===== src/rtl/core/sre_pkg.sv =====
// Package for the shift-reduce expression recognizer: stack sizing, symbol codes,
// beat structs and the character classifier.
// No dependencies.
package sre_pkg;

    localparam int STACK_DEPTH = 64;
    localparam int ADDR_W      = $clog2(STACK_DEPTH);
    localparam int CNT_W       = $clog2(STACK_DEPTH + 1);
    localparam int RED_W       = 6;
    localparam int DEPTH_W     = 7;

    typedef enum logic [2:0] {
        SYM_OTHER = 3'd0,
        SYM_I     = 3'd1,
        SYM_D     = 3'd2,
        SYM_E     = 3'd3,
        SYM_PLUS  = 3'd4,
        SYM_STAR  = 3'd5,
        SYM_LPAR  = 3'd6,
        SYM_RPAR  = 3'd7
    } t_sym;

    typedef struct packed {
        logic [7:0] ch;
        logic       last;
    } t_in_beat;

    typedef struct packed {
        logic               accepted;
        logic               overflow;
        logic [DEPTH_W-1:0] stack_depth;
        logic [RED_W-1:0]   reductions;
    } t_out_beat;

    function automatic t_sym classify(input logic [7:0] c);
        t_sym s;
        case (c)
            8'h69:   s = SYM_I;     // i
            8'h64:   s = SYM_D;     // d
            8'h45:   s = SYM_E;     // E
            8'h2B:   s = SYM_PLUS;  // +
            8'h2A:   s = SYM_STAR;  // *
            8'h28:   s = SYM_LPAR;  // (
            8'h29:   s = SYM_RPAR;  // )
            default: s = SYM_OTHER;
        endcase
        return s;
    endfunction

endpackage


===== src/rtl/core/shift_reduce_expression_recognizer.sv =====
// Top level of the shift-reduce expression recognizer: sequencer, symbol stack memory
// and result register. Depends on sre_pkg.
//
// Usage
//   Input channel (i_in_valid / o_in_ready / i_in_data): one beat per character,
//   with a last bit on the final character of a string. Output channel
//   (o_out_valid / i_out_ready / o_out_data): exactly one result beat per input beat.
//   Grammar: E -> E+E | E*E | (E) | id. Each character's symbol is pushed, then the
//   stack top is reduced while a rule matches.
// Timing
//   The symbol stack is one memory with one write and two registered reads. After
//   an accept the sequencer steps through ST_RD1 (reading the top two entries),
//   ST_RD2 (reading the third) and ST_CHK (checking the rules); each reduction loops
//   back through ST_RD1, ST_RD2 and ST_CHK. A new character is accepted only after
//   its predecessor's result is formed and the sequencer is back in idle.
//   o_in_ready is high only while the sequencer is idle.
// Reset and stalls
//   Synchronous active-low reset clears the stack count, the overflow flag and the
//   output valid; stack contents are not cleared, only written entries are read.
//   A finished result waits in the output register. A new beat may be accepted
//   meanwhile, but the sequencer then holds in its check step until the result is
//   taken. On a last beat the count and overflow flag return to zero as it loads.
module shift_reduce_expression_recognizer (
    input  logic               i_clk,
    input  logic               i_rst_n,
    input  logic               i_in_valid,
    output logic               o_in_ready,
    input  sre_pkg::t_in_beat  i_in_data,
    output logic               o_out_valid,
    input  logic               i_out_ready,
    output sre_pkg::t_out_beat o_out_data
);
    import sre_pkg::*;

    typedef enum logic [1:0] {
        ST_IDLE,
        ST_RD1,   // read n-1 and n-2
        ST_RD2,   // read n-3, hold top two
        ST_CHK    // match rules
    } t_state;

    t_state             r_state, n_state;
    logic [CNT_W-1:0]   r_count, n_count;
    logic               r_ovf, n_ovf;
    logic               r_last, n_last;
    logic [RED_W-1:0]   r_reds, n_reds;
    t_sym               r_t1, n_t1;
    t_sym               r_t2, n_t2;
    logic               r_out_valid, n_out_valid;
    t_out_beat          r_out, n_out;

    // stack memory
    t_sym               r_stack [STACK_DEPTH];
    t_sym               r_rd_a, r_rd_b;
    logic [ADDR_W-1:0]  rd_addr_a, rd_addr_b, wr_addr;
    logic               wr_en;
    t_sym               wr_data;

    logic [CNT_W-1:0]   cnt_m1, cnt_m2, cnt_m3;
    logic               in_acc, out_free, red_id, red_tri;
    t_sym               t3;

    assign cnt_m1 = r_count - CNT_W'(1);
    assign cnt_m2 = r_count - CNT_W'(2);
    assign cnt_m3 = r_count - CNT_W'(3);

    assign o_in_ready  = (r_state == ST_IDLE);
    assign in_acc      = i_in_valid && o_in_ready;
    assign out_free    = !r_out_valid || i_out_ready;
    assign o_out_valid = r_out_valid;
    assign o_out_data  = r_out;

    assign t3 = r_rd_a;

    // rule match on the top three symbols
    assign red_id  = (r_count >= CNT_W'(2)) && (r_t2 == SYM_I) && (r_t1 == SYM_D);
    assign red_tri = (r_count >= CNT_W'(3)) &&
                     (((t3 == SYM_E) && ((r_t2 == SYM_PLUS) || (r_t2 == SYM_STAR)) &&
                       (r_t1 == SYM_E)) ||
                      ((t3 == SYM_LPAR) && (r_t2 == SYM_E) && (r_t1 == SYM_RPAR)));

    always_comb begin
        rd_addr_a = cnt_m1[ADDR_W-1:0];
        rd_addr_b = cnt_m2[ADDR_W-1:0];
        if (r_state == ST_RD2) begin
            rd_addr_a = cnt_m3[ADDR_W-1:0];
        end
    end

    always_comb begin
        n_state     = r_state;
        n_count     = r_count;
        n_ovf       = r_ovf;
        n_last      = r_last;
        n_reds      = r_reds;
        n_t1        = r_t1;
        n_t2        = r_t2;
        n_out_valid = r_out_valid;
        n_out       = r_out;
        wr_en       = 1'b0;
        wr_addr     = r_count[ADDR_W-1:0];
        wr_data     = classify(i_in_data.ch);

        if (r_out_valid && i_out_ready) begin
            n_out_valid = 1'b0;
        end

        case (r_state)
            ST_IDLE: begin
                if (in_acc) begin
                    n_last = i_in_data.last;
                    n_reds = '0;
                    if (r_count < CNT_W'(STACK_DEPTH)) begin
                        wr_en   = 1'b1;
                        n_count = r_count + CNT_W'(1);
                    end else begin
                        n_ovf = 1'b1;
                    end
                    n_state = ST_RD1;
                end
            end
            ST_RD1: begin
                n_state = ST_RD2;
            end
            ST_RD2: begin
                n_t1    = r_rd_a;
                n_t2    = r_rd_b;
                n_state = ST_CHK;
            end
            ST_CHK: begin
                if (red_id || red_tri) begin
                    wr_en   = 1'b1;
                    wr_data = SYM_E;
                    if (red_id) begin
                        wr_addr = cnt_m2[ADDR_W-1:0];
                        n_count = cnt_m1;
                    end else begin
                        wr_addr = cnt_m3[ADDR_W-1:0];
                        n_count = cnt_m2;
                    end
                    if (r_reds != {RED_W{1'b1}}) begin
                        n_reds = r_reds + RED_W'(1);
                    end
                    n_state = ST_RD1;
                end else if (out_free) begin
                    // with count of one, r_t1 holds entry zero
                    n_out.accepted    = r_last && !r_ovf && (r_count == CNT_W'(1)) &&
                                        (r_t1 == SYM_E);
                    n_out.overflow    = r_ovf;
                    n_out.stack_depth = DEPTH_W'(r_count);
                    n_out.reductions  = r_reds;
                    n_out_valid       = 1'b1;
                    if (r_last) begin
                        n_count = '0;
                        n_ovf   = 1'b0;
                    end
                    n_state = ST_IDLE;
                end
            end
            default: begin
                n_state = ST_IDLE;
            end
        endcase
    end

    always_ff @(posedge i_clk) begin
        if (!i_rst_n) begin
            r_state     <= ST_IDLE;
            r_count     <= '0;
            r_ovf       <= 1'b0;
            r_out_valid <= 1'b0;
            r_last      <= 1'b0;
            r_reds      <= '0;
        end else begin
            r_state     <= n_state;
            r_count     <= n_count;
            r_ovf       <= n_ovf;
            r_out_valid <= n_out_valid;
            r_last      <= n_last;
            r_reds      <= n_reds;
        end
        r_t1  <= n_t1;
        r_t2  <= n_t2;
        r_out <= n_out;
    end

    always_ff @(posedge i_clk) begin
        if (wr_en) begin
            r_stack[wr_addr] <= wr_data;
        end
        r_rd_a <= r_stack[rd_addr_a];
        r_rd_b <= r_stack[rd_addr_b];
    end

    // checks
    a_count_bound: assert property (@(posedge i_clk) disable iff (!i_rst_n)
        r_count <= CNT_W'(STACK_DEPTH))
        else $error("stack count beyond depth");

    a_accept_shape: assert property (@(posedge i_clk) disable iff (!i_rst_n)
        (o_out_valid && o_out_data.accepted) |->
            (!o_out_data.overflow && (o_out_data.stack_depth == DEPTH_W'(1))))
        else $error("accepted result with bad stack shape");

    a_reduce_shrinks: assert property (@(posedge i_clk) disable iff (!i_rst_n)
        ((r_state == ST_CHK) && (red_id || red_tri)) |=> (r_count < $past(r_count)))
        else $error("reduction did not shrink the stack");

endmodule

===== config.mk =====
export PLATFORM = sky130hd
export DESIGN_NAME = shift_reduce_expression_recognizer
export DESIGN_NICKNAME = d
export VERILOG_FILES = /design/src/rtl/core/sre_pkg.sv /design/src/rtl/core/shift_reduce_expression_recognizer.sv
export SDC_FILE = /design/constraint.sdc
export NUM_CORES = 1
export LEC_CHECK = 0
export ABC_AREA = 1
export BUFFER_PORTS_ARGS = -buffer_cell sky130_fd_sc_hd__buf_4
export CELL_PAD_IN_SITES_DETAIL_PLACEMENT = 0
export CELL_PAD_IN_SITES_GLOBAL_PLACEMENT = 1
export CORE_MARGIN = 10
export CORE_UTILIZATION = 30
export CTS_CLUSTER_DIAMETER = 200
export DETAILED_ROUTE_END_ITERATION = 10
export GPL_ROUTABILITY_DRIVEN = 1
export MAX_ROUTING_LAYER = met4
export PLACE_DENSITY_LB_ADDON = 0.3
export SYNTH_ARGS = -nofsm -noshare
export SYNTH_HDL_FRONTEND = slang
export SYNTH_SLANG_ARGS = --single-unit
export TNS_END_PERCENT = 5

===== constraint.sdc =====
create_clock -name i_clk -period 8.82 [get_ports i_clk]
set_clock_uncertainty 0.15 [all_clocks]
set_input_delay 1.764 -clock i_clk [delete_from_list [all_inputs] [get_ports i_clk]]
set_output_delay 1.764 -clock i_clk [all_outputs]
set_load 0.05 [all_outputs]

==> metrics.txt <==
outcome=completed; Post-Synth XOR/XNOR Area=0.530%; DP Area=13900 µm²; Design Area, Final=around 15000 µm²; global-route wire length before repair=60600 µm; Initial Util=a little under a third; largest net degree at the start of global routing=130; # DRC=0; Async S/R FF share, synth=0%; post-synthesis adder-cell area fraction=1.04%; Tmin final=4.07 ns; DR top layer=met4; port bufs=29; vias in the first global route=10300; Area Overhead vs Synth=12.4%; Final Hold Fails=0; Final Util=34.3%; Fillers=4500; Placer Congestion=slightly above 0.8; synthesized net count=1617; gr usage total=15.0%; FP Rows=76; number of setup buffers added after CTS=0; Clock power frac=23.5%; met3 routed WL=1530 µm; Skew-Pair Late Insertion Delay=around 0.57 ns; Detail Route Antenna Nets=0; cell count after synthesis=around 1600; Syn Area/Cell=roughly 8.3 µm²; EDFF count, synth=between 200 and 250; static leakage=5.83 nW; Final Max Tran Viols=0; crit path max fanout=between 40 and 50; Int Pwr=~2.7 mW; Crit path top cell by count=nand2_1; post-cts gate resize count=0; Num CTS Buffers=30; Vias=10500; slowest CP cell=o21ai_2; Distinct cells, synth=44; Sequential Power Share=between 20% and 30%; post-DR vias/cell=between 4 and 5; max-cap viol count=0; footprint of the multi-input gates=5400 µm²; DRT met1 WL=18200 µm; Main synth FF type=edfxtp_1; CP startpoint kind=flop; Max H-tree Level=1; Max stage delay on crit path=about 0.86 ns; critical path type=reg -> reg; hold buffer count at cts=0; Clock Sinks=roughly 240; IO Count=30; Switch Pwr=2.38 mW; clk buf depth=3; class of the worst hold path=reg -> reg; final worst path period share=between 40% and 50%; DPL Wire Length=~25000 µm; Die W=230 µm; Mapped Area=13200 µm²; critical-path cell list=clkinv_1 -> ha_1 -> xor2_1 -> o21ai_2 -> inv_1 -> nand2_1 -> nand3_1 -> nand3_1 -> nand2_1 -> nand2_1 -> nand2_1; Detailed Route Iter0 Violations=713; Setup violations, final=0; Reg area=approximately 6900 µm²; placed cell count=between 2000 and 2500; drt total wl=39100 µm; CTS root buf=clkbuf_16; Worst EP required=slightly above 9 ns; Synth Area in Compound Gates=12.2%; Core ar.=43300 µm²; final setup margin=4.75 ns; Final #Nets=1601; RSZ-0062 raised after global routing=no; Tot Pwr=5.07 mW; Ys Warns=0; setup TNS=0 ns; fin cells=2186; Die Span Y=230 µm; gr ovfl total=0; pwr dens=about 340 nW/µm²; die area=52800 µm²; Sw Ratio=a little under half; post-place setup slack=roughly 4.8 ns; post-synthesis simple-gate area fraction=26.7%; Peak VDD IR=0.163 mV; met2 wire length=18300 µm; Yosys reg bits=237; Least-Margin Pin Slew=1.08 ns; fmax=0.246 GHz; Final Hold Slack=0.258 ns; register area share after synthesis=52.1%; share of layout cells above drive strength 1=9.43%; post-synthesis mux area share=0%; CTS tree=built; drt first pass iters=5; Logic pwr share=49.1%; Critical Path AT=~4.4 ns; initial antenna violation count=0; Slew headroom=27.8%; Setup crit end kind=flop; Antenna Cells=0; Routed WL per cell=17.9 µm; largest family of logic cells by synthesized area=simple AND/OR/NAND/NOR gates; clock input transition at the sequential cells of the worst setup and hold paths=0.06 ns
==> state kept, by name (all words and copies together) (netlist names) <==
register	count
o_out_valid	1
r_rd_b	3
r_last	1
r_t2	3
r_stack	192
o_out_data	15
r_state	2
r_rd_a	3
r_ovf	1
r_t1	3
r_count	7
r_reds	6
==> worst max-delay path: cells and delay by family (launching register included) <==
kind	cells	cell delay, ns
AO/OA/AOI/OAI	1	0.86
XOR/XNOR	1	0.19
adder cells (fa/ha/maj)	1	0.39
buffers and inverters	2	1.10
flip-flops	1	0.65
AND/OR/NAND/NOR	6	0.60
==> layout by cell type, fill, tap and decap left out, drive strengths merged, types with 15 or more instances in the layout <==
| cell type | n |
|---|---|
| o211ai | 49 |
| edfxtp | 213 |
| a21oi | 63 |
| inv | 143 |
| clkinv | 15 |
| o21ai | 172 |
| nand3 | 159 |
| dfxtp | 24 |
| clkbuf | 39 |
| buf | 43 |
| nor2 | 128 |
| nand2 | 514 |
==> power groups by stage <==
stage	Combinational (mW)	Sequential (mW)	Clock, mW
5_1_grt	2.82	1.40	1.27
2_1_floorplan	1.78	1.37	0
4_1_cts	2.52	1.39	1.22
3_3_place_gp	2.52	1.41	0
6_report	2.49	1.39	1.19
3_5_place_dp	2.51	1.41	0
==> cells in the mapped netlist, drive strengths merged (2+ instances only) <==
cell type,instances,area share [%]
a21oi,63,2.5
buf,50,2.2
clkbuf,41,1.2
dfxtp,24,3.6
edfxtp,213,48
ha,11,1.0
inv,143,4.1
nand2,514,16
nand3,159,6.4
nand3b,2,0.21
nand4,6,0.28
nor2,128,4.0
o211ai,49,2.8
o21ai,172,6.6
xnor2,2,0.13
xor2,6,0.40
==> final timing paths <==
kind,startpoint,end,slack [ns],depth (start not counted)
min reg2reg,r_rd_b[2]$_DFF_P_,r_t2[2]$_DFFE_PP_,0.26,0
max reg2reg,r_count[1]$_SDFFE_PN0P_,r_rd_a[1]$_DFF_P_,4.75,11
min,r_rd_b[2]$_DFF_P_,r_t2[2]$_DFFE_PP_,0.26,0
max,r_count[1]$_SDFFE_PN0P_,r_rd_a[1]$_DFF_P_,4.75,11
==> layer usage <==
layer / track usage [%] / up-vias
li1: - / 5313
met1: 19.3 / 4930
met2: 24.3 / 183
met3: 1.77 / 55
met4: 4.83 / 0
met5: - / -
==> cell type report <==
class,count,share of cell area (%)
sequential,237,46.4
multi-input combinational,1121,36.3
clock buffer,39,5.56
tap,585,4.93
inverter,144,3.67
timing repair buffer,43,2.17
clock inverter,17,0.969
==> kinds of logic (layout without fill, tap and decap cells) <==
kind of cell,count (synthesis),after routing
adder cells (fa/ha/maj),11,11
XOR/XNOR,8,8
buffers and inverters,235,243
AO/OA/AOI/OAI,290,290
flip-flops,237,237
AND/OR/NAND/NOR,812,812
Note: power is estimated with default switching activity, not from simulation.
